==> src/rtl/apdp_pkg.sv <==
// ----------------------------------------------------------------------------
// apdp_pkg: shared constants for the ATAPI PIO data-phase engine
// Sizes of the stream words, transfer limits, codes and the result word layout.
// ----------------------------------------------------------------------------
`default_nettype none

package apdp_pkg;

  // transfer limits
  localparam int unsigned BLOCK_BYTES  = 2048;
  localparam int unsigned MAX_BURSTS   = 2048;
  localparam int unsigned BUFFER_BYTES = 32768;

  // largest even byte total that fits the address field
  localparam logic [26:0] TOTAL_MAX   = 27'h7FF_FFFE;
  localparam logic [16:0] LIMIT_CLAMP = 17'h0_FFFE;

  // stream word widths
  localparam int unsigned IN_DATA_W  = 64;
  localparam int unsigned IN_USER_W  = 2;
  localparam int unsigned OUT_DATA_W = 96;

  // command codes carried in tuser
  typedef enum logic [1:0] {
    CMD_START  = 2'd0,
    CMD_STATUS = 2'd1,
    CMD_WORD   = 2'd2,
    CMD_UNUSED = 2'd3
  } cmd_t;

  // outcome codes
  localparam logic [1:0] OUT_OK    = 2'd0;
  localparam logic [1:0] OUT_ERROR = 2'd1;
  localparam logic [1:0] OUT_CHECK = 2'd2;

  // ata status bits
  localparam logic [7:0] ST_ERR = 8'h01;
  localparam logic [7:0] ST_DRQ = 8'h08;
  localparam logic [7:0] ST_DF  = 8'h20;

  // one result word, before packing
  typedef struct packed {
    logic [15:0] delivered_bytes;
    logic [1:0]  outcome;
    logic        done_res;
    logic [15:0] words_left;
    logic [15:0] store_data;
    logic [26:0] store_addr;
    logic        store_high;
    logic        store_low;
    logic [15:0] burst_limit;
  } result_t;

endpackage

`default_nettype wire

==> src/rtl/atapi_pio_data_phase_top.sv <==
// Path: an accepted word is held in the input register; the command state and
// result are worked out in a single pass and shown from the result register.
// Throughput: one word per cycle unless out_tready stalls the result register;
// the input register moves whenever the result register is empty or taken.
// Reset (rst_n low, synchronous) empties both registers and sets the command
// engine idle with all counters cleared.
// ----------------------------------------------------------------------------
// atapi_pio_data_phase_top: host-side PIO data phase of an ATAPI packet command
// Computes the byte-count limit, runs the burst/status sequence and issues
// buffer store requests for each data word.
// ----------------------------------------------------------------------------
`default_nettype none

module atapi_pio_data_phase_top #(
  parameter int unsigned BLOCK_BYTES  = apdp_pkg::BLOCK_BYTES,
  parameter int unsigned MAX_BURSTS   = apdp_pkg::MAX_BURSTS,
  parameter int unsigned BUFFER_BYTES = apdp_pkg::BUFFER_BYTES
) (
  input  wire logic                            clk,
  input  wire logic                            rst_n,
  // input stream
  input  wire logic                            in_tvalid,
  output logic                                 in_tready,
  // buffer_size, status_byte, wait_timed_out, burst_bytes, data_word, zero pad
  input  wire logic [apdp_pkg::IN_DATA_W-1:0]  in_tdata,
  // command
  input  wire logic [apdp_pkg::IN_USER_W-1:0]  in_tuser,
  // result stream
  output logic                                 out_tvalid,
  input  wire logic                            out_tready,
  // burst_limit, store_low, store_high, store_addr, store_data, words_left,
  // done_res, outcome, delivered_bytes
  output logic [apdp_pkg::OUT_DATA_W-1:0]      out_tdata
);

  // phase codes
  localparam logic [1:0] PH_IDLE   = 2'd0;
  localparam logic [1:0] PH_STATUS = 2'd1;
  localparam logic [1:0] PH_DATA   = 2'd2;

  localparam logic [16:0] BUF_MAX   = 17'(BUFFER_BYTES);
  localparam logic [16:0] BLOCK_MIN = 17'(BLOCK_BYTES);
  localparam logic [11:0] BURST_CAP = 12'(MAX_BURSTS);

  // input register
  logic        in_valid_r;
  logic [1:0]  cmd_r;
  logic [15:0] size_r;
  logic [7:0]  status_r;
  logic        tmo_r;
  logic [15:0] nbytes_r;
  logic [15:0] word_r;

  // result register
  logic                 out_valid_r;
  apdp_pkg::result_t    res_r;
  apdp_pkg::result_t    res_nxt;

  // command state
  logic [1:0]  phase_r,         phase_nxt;
  logic [15:0] buffer_limit_r,  buffer_limit_nxt;
  logic [26:0] total_bytes_r,   total_bytes_nxt;
  logic [11:0] burst_count_r,   burst_count_nxt;
  logic [15:0] words_pending_r, words_pending_nxt;

  logic        advance;
  logic        load_in;

  // result stage moves when empty or taken
  assign advance   = !out_valid_r || out_tready;
  assign in_tready = !in_valid_r || advance;
  assign load_in   = in_tvalid && in_tready;

  // input register
  always_ff @(posedge clk) begin
    if (!rst_n) begin
      in_valid_r <= 1'b0;
    end else if (in_tready) begin
      in_valid_r <= in_tvalid;
    end
    if (load_in) begin
      cmd_r    <= in_tuser;
      size_r   <= in_tdata[15:0];
      status_r <= in_tdata[23:16];
      tmo_r    <= in_tdata[24];
      nbytes_r <= in_tdata[40:25];
      word_r   <= in_tdata[56:41];
    end
  end

  // single pass: next state and result for the registered word
  always_comb begin
    logic [16:0] size_sat;
    logic [16:0] lim;
    logic [16:0] half;
    logic [27:0] total_p1;
    logic        done;

    phase_nxt         = phase_r;
    buffer_limit_nxt  = buffer_limit_r;
    total_bytes_nxt   = total_bytes_r;
    burst_count_nxt   = burst_count_r;
    words_pending_nxt = words_pending_r;
    res_nxt           = '0;
    done              = 1'b0;

    size_sat = ({1'b0, size_r} > BUF_MAX) ? BUF_MAX : {1'b0, size_r};
    lim      = (size_sat > apdp_pkg::LIMIT_CLAMP) ? apdp_pkg::LIMIT_CLAMP : size_sat;
    lim      = (lim < BLOCK_MIN) ? BLOCK_MIN : lim;
    half     = ({1'b0, nbytes_r} + 17'd1) >> 1;
    total_p1 = {1'b0, total_bytes_r} + 28'd1;

    if (cmd_r == apdp_pkg::CMD_START) begin
      res_nxt.burst_limit = {lim[15:1], 1'b0};
      buffer_limit_nxt    = size_sat[15:0];
      total_bytes_nxt     = '0;
      burst_count_nxt     = '0;
      words_pending_nxt   = '0;
      phase_nxt           = PH_STATUS;
    end else if (cmd_r == apdp_pkg::CMD_STATUS && phase_r == PH_STATUS) begin
      if (burst_count_r >= BURST_CAP) begin
        done            = 1'b1;
        res_nxt.outcome = apdp_pkg::OUT_ERROR;
      end else begin
        burst_count_nxt = burst_count_r + 12'd1;
        if (tmo_r) begin
          done            = 1'b1;
          res_nxt.outcome = apdp_pkg::OUT_ERROR;
        end else if ((status_r & (apdp_pkg::ST_ERR | apdp_pkg::ST_DF)) != 8'h00) begin
          done            = 1'b1;
          res_nxt.outcome = apdp_pkg::OUT_CHECK;
        end else if ((status_r & apdp_pkg::ST_DRQ) == 8'h00 || nbytes_r == 16'd0) begin
          done            = 1'b1;
          res_nxt.outcome = apdp_pkg::OUT_OK;
          res_nxt.delivered_bytes = (total_bytes_r > {11'd0, buffer_limit_r}) ?
                                    buffer_limit_r : total_bytes_r[15:0];
        end else begin
          words_pending_nxt = half[15:0];
          phase_nxt         = PH_DATA;
        end
      end
      if (done) begin
        phase_nxt         = PH_IDLE;
        words_pending_nxt = '0;
      end
    end else if (cmd_r == apdp_pkg::CMD_WORD && phase_r == PH_DATA &&
                 words_pending_r != 16'd0) begin
      res_nxt.store_low  = total_bytes_r < {11'd0, buffer_limit_r};
      res_nxt.store_high = total_p1 < {12'd0, buffer_limit_r};
      res_nxt.store_addr = total_bytes_r;
      res_nxt.store_data = word_r;
      total_bytes_nxt    = (total_bytes_r >= apdp_pkg::TOTAL_MAX) ?
                           apdp_pkg::TOTAL_MAX : total_bytes_r + 27'd2;
      words_pending_nxt  = words_pending_r - 16'd1;
      if (words_pending_nxt == 16'd0) begin
        phase_nxt = PH_STATUS;
      end
    end

    res_nxt.done_res   = done;
    res_nxt.words_left = words_pending_nxt;
  end

  // state and result register
  always_ff @(posedge clk) begin
    if (!rst_n) begin
      out_valid_r     <= 1'b0;
      phase_r         <= PH_IDLE;
      buffer_limit_r  <= '0;
      total_bytes_r   <= '0;
      burst_count_r   <= '0;
      words_pending_r <= '0;
    end else if (advance) begin
      out_valid_r <= in_valid_r;
      if (in_valid_r) begin
        phase_r         <= phase_nxt;
        buffer_limit_r  <= buffer_limit_nxt;
        total_bytes_r   <= total_bytes_nxt;
        burst_count_r   <= burst_count_nxt;
        words_pending_r <= words_pending_nxt;
      end
    end
    if (advance && in_valid_r) begin
      res_r <= res_nxt;
    end
  end

  assign out_tvalid = out_valid_r;
  assign out_tdata  = res_r;

`ifndef ASSERT_OFF
  // a data phase always has words outstanding
  a_data_has_words: assert property (@(posedge clk) disable iff (!rst_n)
    phase_r == PH_DATA |-> words_pending_r != 16'd0)
    else $error("data phase with no words pending");

  // a finished command leaves no burst open
  a_done_clears_words: assert property (@(posedge clk) disable iff (!rst_n)
    out_valid_r && res_r.done_res |-> res_r.words_left == 16'd0)
    else $error("command ended with words still pending");

  // the high byte is never kept when the low byte is dropped
  a_store_order: assert property (@(posedge clk) disable iff (!rst_n)
    out_valid_r && res_r.store_high |-> res_r.store_low)
    else $error("high byte stored without low byte");

  // a delivered count only comes with a clean end
  a_delivered_ok: assert property (@(posedge clk) disable iff (!rst_n)
    out_valid_r && res_r.delivered_bytes != 16'd0 |->
      res_r.done_res && res_r.outcome == apdp_pkg::OUT_OK)
    else $error("delivered count without ok end");

  // reset empties the result stage
  a_reset_empty: assert property (@(posedge clk)
    !rst_n |=> !out_valid_r)
    else $error("result valid after reset");
`endif

endmodule

`default_nettype wire
==> config.mk <==
export PLATFORM = sky130hd
export DESIGN_NAME = atapi_pio_data_phase_top
export DESIGN_NICKNAME = d
export VERILOG_FILES = /design/src/rtl/apdp_pkg.sv /design/src/rtl/atapi_pio_data_phase_top.sv
export SDC_FILE = /design/constraint.sdc
export NUM_CORES = 1
export LEC_CHECK = 0
export BUFFER_PORTS_ARGS = -buffer_cell sky130_fd_sc_hd__buf_4
export CORE_ASPECT_RATIO = 1.25
export CORE_MARGIN = 2
export CORE_UTILIZATION = 38
export CTS_BUF_LIST = sky130_fd_sc_hd__clkbuf_16
export DETAILED_ROUTE_END_ITERATION = 8
export GPL_TIMING_DRIVEN = 1
export PLACE_DENSITY_LB_ADDON = 0.08
export SETUP_SLACK_MARGIN = 0.2
export SYNTH_ARGS = -nofsm -noshare
export SYNTH_HDL_FRONTEND = slang
export SYNTH_SLANG_ARGS = --single-unit
==> constraint.sdc <==
create_clock -name clk -period 6 [get_ports clk]
set_clock_uncertainty 0.2 [all_clocks]
set_input_delay 0.6 -clock clk [delete_from_list [all_inputs] [get_ports clk]]
set_output_delay 0.6 -clock clk [all_outputs]
set_load 0.03 [all_outputs]
# Yosys cells after proc, flatten, opt, wreduce, memory -nomap -nowiden
# Cells that the tools add are included.
# word_totals
ff_bits	228
input_bits	70
output_inout_bits	98
word_cells	119
# classes
addsub	5
order_cmp	8
n_eq_ne	10
mux	37
n_bitwise	4
n_reduce_logical	30
# ops
operator	count
16-bit two-way mux	12
27-bit two-way mux	4
12-bit two-way mux	3
16-bit greater-than comparator, second input constant	2
16-bit zero test	2
27-bit by 1-bit adder with 28-bit output, second input constant	1
28-bit by 16-bit < comparator with 1-bit output	1
27-bit by 2-bit adder with 27-bit output, second input constant	1
27-bit >= comparator, second input constant	1
27-bit by 16-bit greater-than comparator with 1-bit output	1
27-bit by 16-bit < comparator with 1-bit output	1
2-bit two-way mux	10
16-bit by 1-bit adder with 17-bit output, second input constant	1
16-bit by 12-bit < comparator with 1-bit output, second input constant	1
4-bit by 3-bit inequality test with 1-bit output, second input constant	4
16-bit nonzero test	1
16-bit by 1-bit subtractor with 16-bit output, second input constant	1
12-bit by 1-bit adder with 12-bit output, second input constant	1
12-bit >= comparator, second input constant	1
8-bit zero test	1
1-bit two-way mux	8
4-bit AND reduction	2
8-bit AND reduction	1
8-bit nonzero test	1
16 further kinds	32

# Depth between registers and ports, before layout
# Gate-level depths: netlist of run 1.
# logic_depth
depth_word	11
mapped_depth	12
mapped_depth_nobuf	10

# Worst setup path before layout of run 1
# No wires, ideal clock.
# synth_timing
path_type	input -> register
start	in out_tready
end	reg res_r (netlist bit out_tdata[10]) (enable)
setup_time_ns	0.412
arrival_ns	2.532
required_ns	5.388
setup_slack_ns	2.855
cell_stages	6
n_path_buf	3
path_cell_list	nor2b_1 -> nand2b_1 -> buf_6 -> clkinv_1 -> clkbuf_1 -> buf_2
# synth_between
elab_chain_cells	2
# synth_lines
item	line	source
start: declaration	atapi_pio_data_phase_top.sv:30	input wire logic out_tready,
1-bit logical OR	atapi_pio_data_phase_top.sv:70	assign advance = !out_valid_r || out_tready;
1-bit logical AND	atapi_pio_data_phase_top.sv:183	if (advance && in_valid_r) begin
end signal: assignment	atapi_pio_data_phase_top.sv:184	res_r <= res_nxt;
end: declaration	atapi_pio_data_phase_top.sv:56	apdp_pkg::result_t res_r;
# No other way between the ends.
# A chain may end at the register's enable or synchronous reset.

# Worst setup path after layout of run 1
# layout_timing
start	reg total_bytes_r[1]
end	reg total_bytes_r[6]
# layout_between
elab_chain_cells	5
elab_cells_between_ends	6
classes_between	add/sub: 1; order compare: 1; mux: 4
# layout_lines
item	line	source
start: declaration	atapi_pio_data_phase_top.sv:62	logic [26:0] total_bytes_r, total_bytes_nxt;
start signal: assignment	atapi_pio_data_phase_top.sv:178	total_bytes_r <= total_bytes_nxt;
27-bit by 2-bit adder with 27-bit output / 27-bit >= comparator (equally long branches)	atapi_pio_data_phase_top.sv:153, atapi_pio_data_phase_top.sv:152	
27-bit two-way mux (*)	atapi_pio_data_phase_top.sv:152	total_bytes_nxt = (total_bytes_r >= apdp_pkg::TOTAL_MAX) ?
27-bit two-way mux (*)	atapi_pio_data_phase_top.sv:146	end else if (cmd_r == apdp_pkg::CMD_WORD && phase_r == PH_DATA &&
27-bit two-way mux (*)	atapi_pio_data_phase_top.sv:120	end else if (cmd_r == apdp_pkg::CMD_STATUS && phase_r == PH_STATUS) begin
27-bit two-way mux (*)	atapi_pio_data_phase_top.sv:113	if (cmd_r == apdp_pkg::CMD_START) begin
# Mark *: on every way between the ends. The rest lies on a longest branch, timed or not. The select of a mux whose other input is x is not followed.

==> metrics.md, run 1 <==
| Metric | Value |
|---|---|
| Minimum clock period | `3.44 ns` |
| CTS root buf | `clkbuf_16` |
| Starting Density | `38.7%` |
| Crit path arrival time | `3.69 ns` |
| Status | `completed` |
| Post-DP HPWL | `17,200 um` |
| Clock transition at the registers of the reported paths | `0.06 ns` |
| Yosys reg bits | `222` |
| First-pass GRT wire length | `39,600 um` |
| Post-route DRC | `0` |
| Post-synthesis simple-gate area fraction | `19.0%` |
| Via density | `roughly 5.1` |
| Top FF cell, synth | `edfxtp_1` |
| Die width | `152 um` |
| Syn_area_per_cell | `10.8 um2` |
| Design area | `12,500 um2` |
| Core Region | `26,800 um2` |
| Synth cell types | `68` |
| Crit Reg-Reg Startpoint | `total_bytes_r[1]$_SDFFE_PN0P_` |
| Worst setup EP type | `flip-flop` |
| Mapped Cells | `963` |
| Worst-skew pair later-pin latency | `0.52 ns` |
| Final Slew Violations | `0` |
| Rows | `67` |
| Post-synthesis xor/xnor area fraction | `3.37%` |
| Hold buffers post-CTS | `0` |
| Pleak | `around 0.0047 uW` |
| Critical path type | `reg2reg` |
| Post-CTS Resized | `0` |
| # setup viols final | `0` |
| Share of layout cells above drive strength 1 | `18.4%` |
| Final WL | `24,800 um` |
| Total GRT Usage | `17.0%` |
| Cts bufs inserted | `24` |
| Commonest non-fill, non-tap cell in the layout | `buf_4` |
| Final Hold Fails | `0` |
| CTS H-Tree Depth | `1` |
| Rel. slew slack | `approximately an eighth` |
| Largest net degree at the start of global routing | `74` |
| CP Launch Type | `flip-flop` |
| CTS sink count | `roughly 220` |
| Hold_sp | `in_tdata[48]` |
| Wirelength per Cell | `17.0 um` |
| Sequential area share after synthesis | `57.1%` |
| DR iter-0 viols | `386` |
| Worst slew pin tran | `1.30 ns` |
| Worst-path maximum fanout | `12` |
| Post-synthesis mux area share | `~1.6%` |
| Async set or reset register ratio after synthesis | `0%` |
| TritonCTS clock tree | `done` |
| Tcrit/Tclk final | `57.4%` |
| Antenna-violating nets left | `0` |
| Max-cap violation count | `0` |
| I/O Buffers | `153` |
| Total number of vias | `7,435` |
| Fillers | `around 2.6k` |
| Most frequent cells in the layout | `buf_4 (159), edfxtp_1 (148), nor2_1 (93)` |
| Vias in the first global route | `7,288` |
| Placement Cell Area | `11,800 um2` |
| Number of flops mapped to enable cells by yosys | `148` |
| RePlAce Congestion | `0.842` |
| Initial antenna violation count | `1` |
| ANT cells | `0` |
| Compound-gate portion of the synthesized area | `10.6%` |
| Post-Synth Adder-Cell Area | `~4.7%` |
| Ports | `between 150 and 200` |
| Max VDD drop | `0.224 mV` |
| Setup crit start | `total_bytes_r[1]$_SDFFE_PN0P_` |
| P per Cell Area | `267 nW/um2` |
| Worst endpoint required time | `6.24 ns` |
| Die Y | `189 um` |
| Max clock buf depth | `3` |
| Max Freq | `290 MHz` |
| Largest family of logic cells by synthesized area | `simple AND/OR/NAND/NOR gates` |
| RSZ-0062 raised after global routing | `false` |
| Yosys warns | `0` |
| Grt ovf | `0` |
| P&R area growth vs syn | `20.0%` |
| Hold Path Class | `in2reg` |
| Post-Syn Area | `between 10,000 and 15,000 um2` |
| Post-CTS Setup Bufs | `0` |
| Nets | `1,203` |
| Sum Neg Setup Slack | `0 ns` |
| TritonRoute pass-1 iters | `5` |
| Die Area | `~29,000 um2` |
[cells in the mapped netlist (all sizes together) (3+ instances only)]
| library cell | number | share of area [%] |
|---|---|---|
| and4 | 4 | 0.34 |
| o22ai | 13 | 0.84 |
| a21oi | 25 | 1.3 |
| mux2i | 17 | 1.6 |
| o21ba | 3 | 0.29 |
| nor3 | 25 | 1.3 |
| o21a | 7 | 0.51 |
| nor2b | 17 | 1.0 |
| and3 | 16 | 0.96 |
| nor4 | 14 | 0.99 |
| a31oi | 7 | 0.42 |
| o21ai | 84 | 4.0 |
| and2 | 59 | 3.6 |
| a211oi | 4 | 0.29 |
| nor4b | 3 | 0.25 |
| ha | 39 | 4.7 |
| nand3 | 27 | 1.4 |
| or4 | 3 | 0.22 |
| xor2 | 27 | 2.3 |
| dfxtp | 74 | 14 |
| a21boi | 19 | 1.5 |
| nor3b | 6 | 0.48 |
| nor2 | 95 | 3.5 |
| inv | 30 | 1.1 |
| buf | 19 | 1.1 |
| nand2b | 4 | 0.24 |
| xnor2 | 13 | 1.1 |
| clkbuf | 36 | 1.3 |
| edfxtp | 148 | 43 |
| nand2 | 77 | 2.8 |
| or3 | 4 | 0.24 |
| o211ai | 3 | 0.22 |
| nand4 | 19 | 1.2 |
[kinds of logic after synthesis]
kind of cell | after synthesis
XOR/XNOR | 40
flip-flops | 222
buffers and inverters | 86
AO/OA/AOI/OAI | 179
AND/OR/NAND/NOR | 379
multiplexers | 17
other | 1
adder cells (fa/ha/maj) | 39
[flip-flops by register name, summed over array words and instances (netlist names), 3 cells and up]
register,count
size_r,16
burst_count_r,12
words_pending_r,16
word_r,16
buffer_limit_r,16
nbytes_r,16
out_tdata,94
total_bytes_r,26
status_r,3
[where the power goes]
group | switching, uW | leakage (uW) | total, uW | internal (uW)
Combinational | 182 | 0.00235 | 296 | 114
Clock | 580 | 0.000370 | 1300 | 722
Sequential | 36.3 | 0.00200 | 1730 | 1690
Total | 799 | 0.00472 | 3330 | 2530
[worst max-delay path, cell delays in order (launching register included)]
cell and delay [ns]:
dfxtp_1 0.53, ha_1 0.26, nand3_2 0.13, nor2_1 0.43
o2111ai_1 0.29, nor4_2 1.09, o21ai_0 0.23, a21boi_0 0.20
[stage by stage]
stage | hold slack, ns | util [%] | instances | worst slack, ns | total power (uW)
6_report | 0.0521 | 46.4 | 1456 | 2.56 | 3330
5_1_grt | 0.0288 | 46.4 | 1456 | 2.31 | 3470
4_1_cts | 0.0289 | 46.4 | 1456 | 2.67 | 3370
3_5_place_dp | 0.256 | 43.9 | 1413 | 2.54 | 2060
3_3_place_gp | 0.252 | 43.9 | 1413 | 2.57 | 2060
2_1_floorplan | 0.232 | - | 964 | 2.86 | 1950
[metal layers]
layer  vias to the layer above  track usage [%]  routed length (um)
li1                       3695                -                   -
met1                      3541             20.4               10100
met2                       162             31.5               12800
met3                        37             2.83                1260
met4                         0             4.57                 551
met5                         -                0                   0
[layout make-up]
type                            instances  area [um2]  area share, %
Clock buffer                           24         601           4.82
Clock inverter                         19        90.1          0.723
Inverter                               31         119          0.954
Multi-Input combinational cell        656        4090           32.9
Sequential cell                       222        5930           47.6
Tap cell                              345         432           3.47
Timing Repair Buffer                  159        1190           9.58
[path summary, 6_finish.rpt]
check / cells after the start / to / slack, ns
setup / recovery: 7 / total_bytes_r[6]$_SDFFE_PN0P_ / 2.56
hold / removal: 1 / word_r[7]$_DFFE_PP_ / 0.05
hold reg to reg: 2 / phase_r[0]$_SDFFE_PN0P_ / 0.26
setup reg to reg: 7 / total_bytes_r[6]$_SDFFE_PN0P_ / 2.56
Power figures use the tool's default switching activity.
==> run 2: changes to the inputs <==
==> constraint.sdc (replaced) <==
create_clock -name clk -period 2.8 [get_ports clk]
set_clock_uncertainty 0.2 [all_clocks]
set_input_delay 0.28 -clock clk [delete_from_list [all_inputs] [get_ports clk]]
set_output_delay 0.28 -clock clk [all_outputs]
set_load 0.03 [all_outputs]
==> run 2 against run 1 <==
Net effect:
- register-to-register slack got worse by 2.3 ns
- die area did not move
- maximum frequency rose by 36%
- core utilization rose by 5.3 points
- sequential share of layout area fell by 4.8 points
- sequential power rose by 110%
- first-iteration DRC count rose by 8.8%
- combinational power rose to 2.7 times the previous value
- highest routed layer unchanged
==> metrics.md, run 2 (synthesis results as in run 1) <==
| Metric | Value |
|---|---|
| Starting Density | `38.7%` |
| Worst path cell trace | `inv_1, ha_1, nand2_1, or2_1, or4_4, a21oi_4, clkbuf_16, mux2i_1, nor2_1` |
| Fillers | `2,455` |
| Worst Hold Endpoint | `word_r[12]$_DFFE_PP_` |
| TritonRoute pass-1 iters | `5` |
| Tcrit/Tclk final | `90.2%` |
| Critical Path Slowest Stage Cell | `or4_4` |
| Largest net degree at the start of global routing | `54` |
| Max clock buf depth | `3` |
| Worst setup EP type | `flip-flop` |
| Final WL | `26,800 um` |
| Initial antenna violation count | `1` |
| First-pass GRT wire length | `42,500 um` |
| Critical path type | `reg2reg` |
| Final Hold Fails | `0` |
| Vias in the first global route | `8,001` |
| Max Freq | `396 MHz` |
| CTS root buf | `clkbuf_16` |
| CTS sink count | `222` |
| Antenna-violating nets left | `0` |
| Commonest non-fill, non-tap cell in the layout | `buf_4` |
| Max-cap violation count | `0` |
| P&R area growth vs syn | `33.6%` |
| Total number of vias | `7,939` |
| Hold Slack | `0.259 ns` |
| # setup viols final | `0` |
| Nets | `1,338` |
| Final Slew Violations | `0` |
| Rel. slew slack | `65.0%` |
| Most frequent cells in the layout | `buf_4 (229), edfxtp_1 (148), nor2_1 (89)` |
| RePlAce Congestion | `0.864` |
| Post-DP HPWL | `19,100 um` |
| Worst slew pin tran | `0.525 ns` |
| Cts bufs inserted | `23` |
| Share of layout cells above drive strength 1 | `26.1%` |
| RSZ-0062 raised after global routing | `true` |
| I/O Buffers | `153` |
| Minimum clock period | `2.53 ns` |
| Max VDD drop | `0.460 mV` |
| CTS H-Tree Depth | `1` |
| Worst Hold Depth | `2` |
| Via density | `4.99` |
| Crit Reg-Reg Startpoint | `buffer_limit_r[14]$_SDFFE_PN0P_` |
| Worst R2R Path Depth | `9` |
| Die Y | `189 um` |
| Clock transition at the registers of the reported paths | `roughly 0.06 ns` |
| Die width | `between 150 and 200 um` |
| Crit Reg-Reg Endpoint | `out_tdata[81]$_SDFFCE_PP0P_` |
| Total GRT Usage | `18.4%` |
| Pleak | `0.00541 uW` |
| P per Cell Area | `524 nW/um2` |
| TritonCTS clock tree | `done` |
| Max reg flops | `94` |
| Worst-skew pair later-pin latency | `0.54 ns` |
| Ports | `168` |
| Die Area | `approximately 29,000 um2` |
| Worst endpoint required time | `approximately 2.9 ns` |
| Rows | `67` |
| Wirelength per Cell | `16.8 um` |
| DR iter-0 viols | `420` |
| Worst-path maximum fanout | `6` |
| Status | `completed` |
| Slack of the worst reg-to-reg path | `0.27 ns` |
| Core Region | `roughly 27,000 um2` |
| Critical Path Max Stage Delay | `around 0.44 ns` |
| Post-route DRC | `0` |
| Hold_sp | `in_tdata[53]` |
| CP Launch Type | `flip-flop` |
| Hold Path Class | `in2reg` |
| Total Power | `between 7000 and 8000 uW` |
| Crit path arrival time | `2.61 ns` |
| Grt ovf | `0` |
==> run 2: how the worst max path moves through the flow <==
stage	startpoint	endpoint	slack [ns]	cells after the start
global route	total_bytes_r[15]$_SDFFE_PN0P_	total_bytes_r[12]$_SDFFE_PN0P_	0.16	8
CTS	total_bytes_r[13]$_SDFFE_PN0P_	total_bytes_r[12]$_SDFFE_PN0P_	0.17	8
global placement	buffer_limit_r[13]$_SDFFE_PN0P_	out_tdata[85]$_SDFFCE_PP0P_	0.04	8
floorplan	out_tvalid$_SDFFE_PN0P_	out_tdata[10]$_SDFFCE_PP0P_	0.22	6
finish	buffer_limit_r[14]$_SDFFE_PN0P_	out_tdata[81]$_SDFFCE_PP0P_	0.27	9
detailed placement	buffer_limit_r[1]$_SDFFE_PN0P_	out_tdata[94]$_SDFFCE_PP0P_	-0.02	8
==> run 2: worst max-delay path: cells and delay by family, from the launching register on <==
kind	cells	cell delay, ns
adders and majority gates	1	0.29
DFF	1	0.32
muxes	1	0.17
buffers and inverters	2	0.25
and+or+nand+nor	4	0.80
AOI/OAI and AO/OA	1	0.24
==> run 2: through the flow <==
stage                     util, %  std cells  setup WS [ns]  cell area [um2]  setup TNS, ns
after floorplan                 -        964          0.217            10400              0
after global placement       46.0       1485         0.0368            12400              0
after detailed placement     46.0       1485        -0.0167            12400        -0.0171
after CTS                    50.9       1588          0.165            13600              0
after global routing         51.7       1592          0.163            13900              0
final                        51.7       1592          0.274            13900              0
==> run 2: where the power goes <==
| group | switching (uW) | total (uW) | internal (uW) |
|---|---|---|---|
| Sequential | 74.9 | 3700 | 3630 |
| Combinational | 434 | 796 | 362 |
| Clock | 1280 | 2770 | 1500 |
| Total | 1790 | 7270 | 5490 |
==> run 2: cell type report <==
cell class / count / area (um2) / area share, %
sequential: 222 / 5940 / 42.8
timing repair buffer: 295 / 2450 / 17.6
inverter: 31 / 119 / 0.857
clock inverter: 19 / 97.6 / 0.704
antenna: 1 / 2.50 / 0.0180
tap: 345 / 432 / 3.11
multi-input combinational: 656 / 4260 / 30.7
clock buffer: 23 / 576 / 4.15
==> run 2: what timing repair did <==
item,in CTS,in global routing
gates resized for setup,5,45
hold endpoints to repair,70,0
pin swaps,4,11
cloned,0,1
buffers inserted,3,2
hold buffers,58,0
setup endpoints to repair,26,48
==> run 2: layer usage <==
metal,share of wire [%],global-route usage [%],up-vias
met1,40,21.4,3740
met5,0,0,-
met4,2.4,5.50,0
met3,4.6,2.94,41
met2,53,34.5,181
li1,-,-,3977
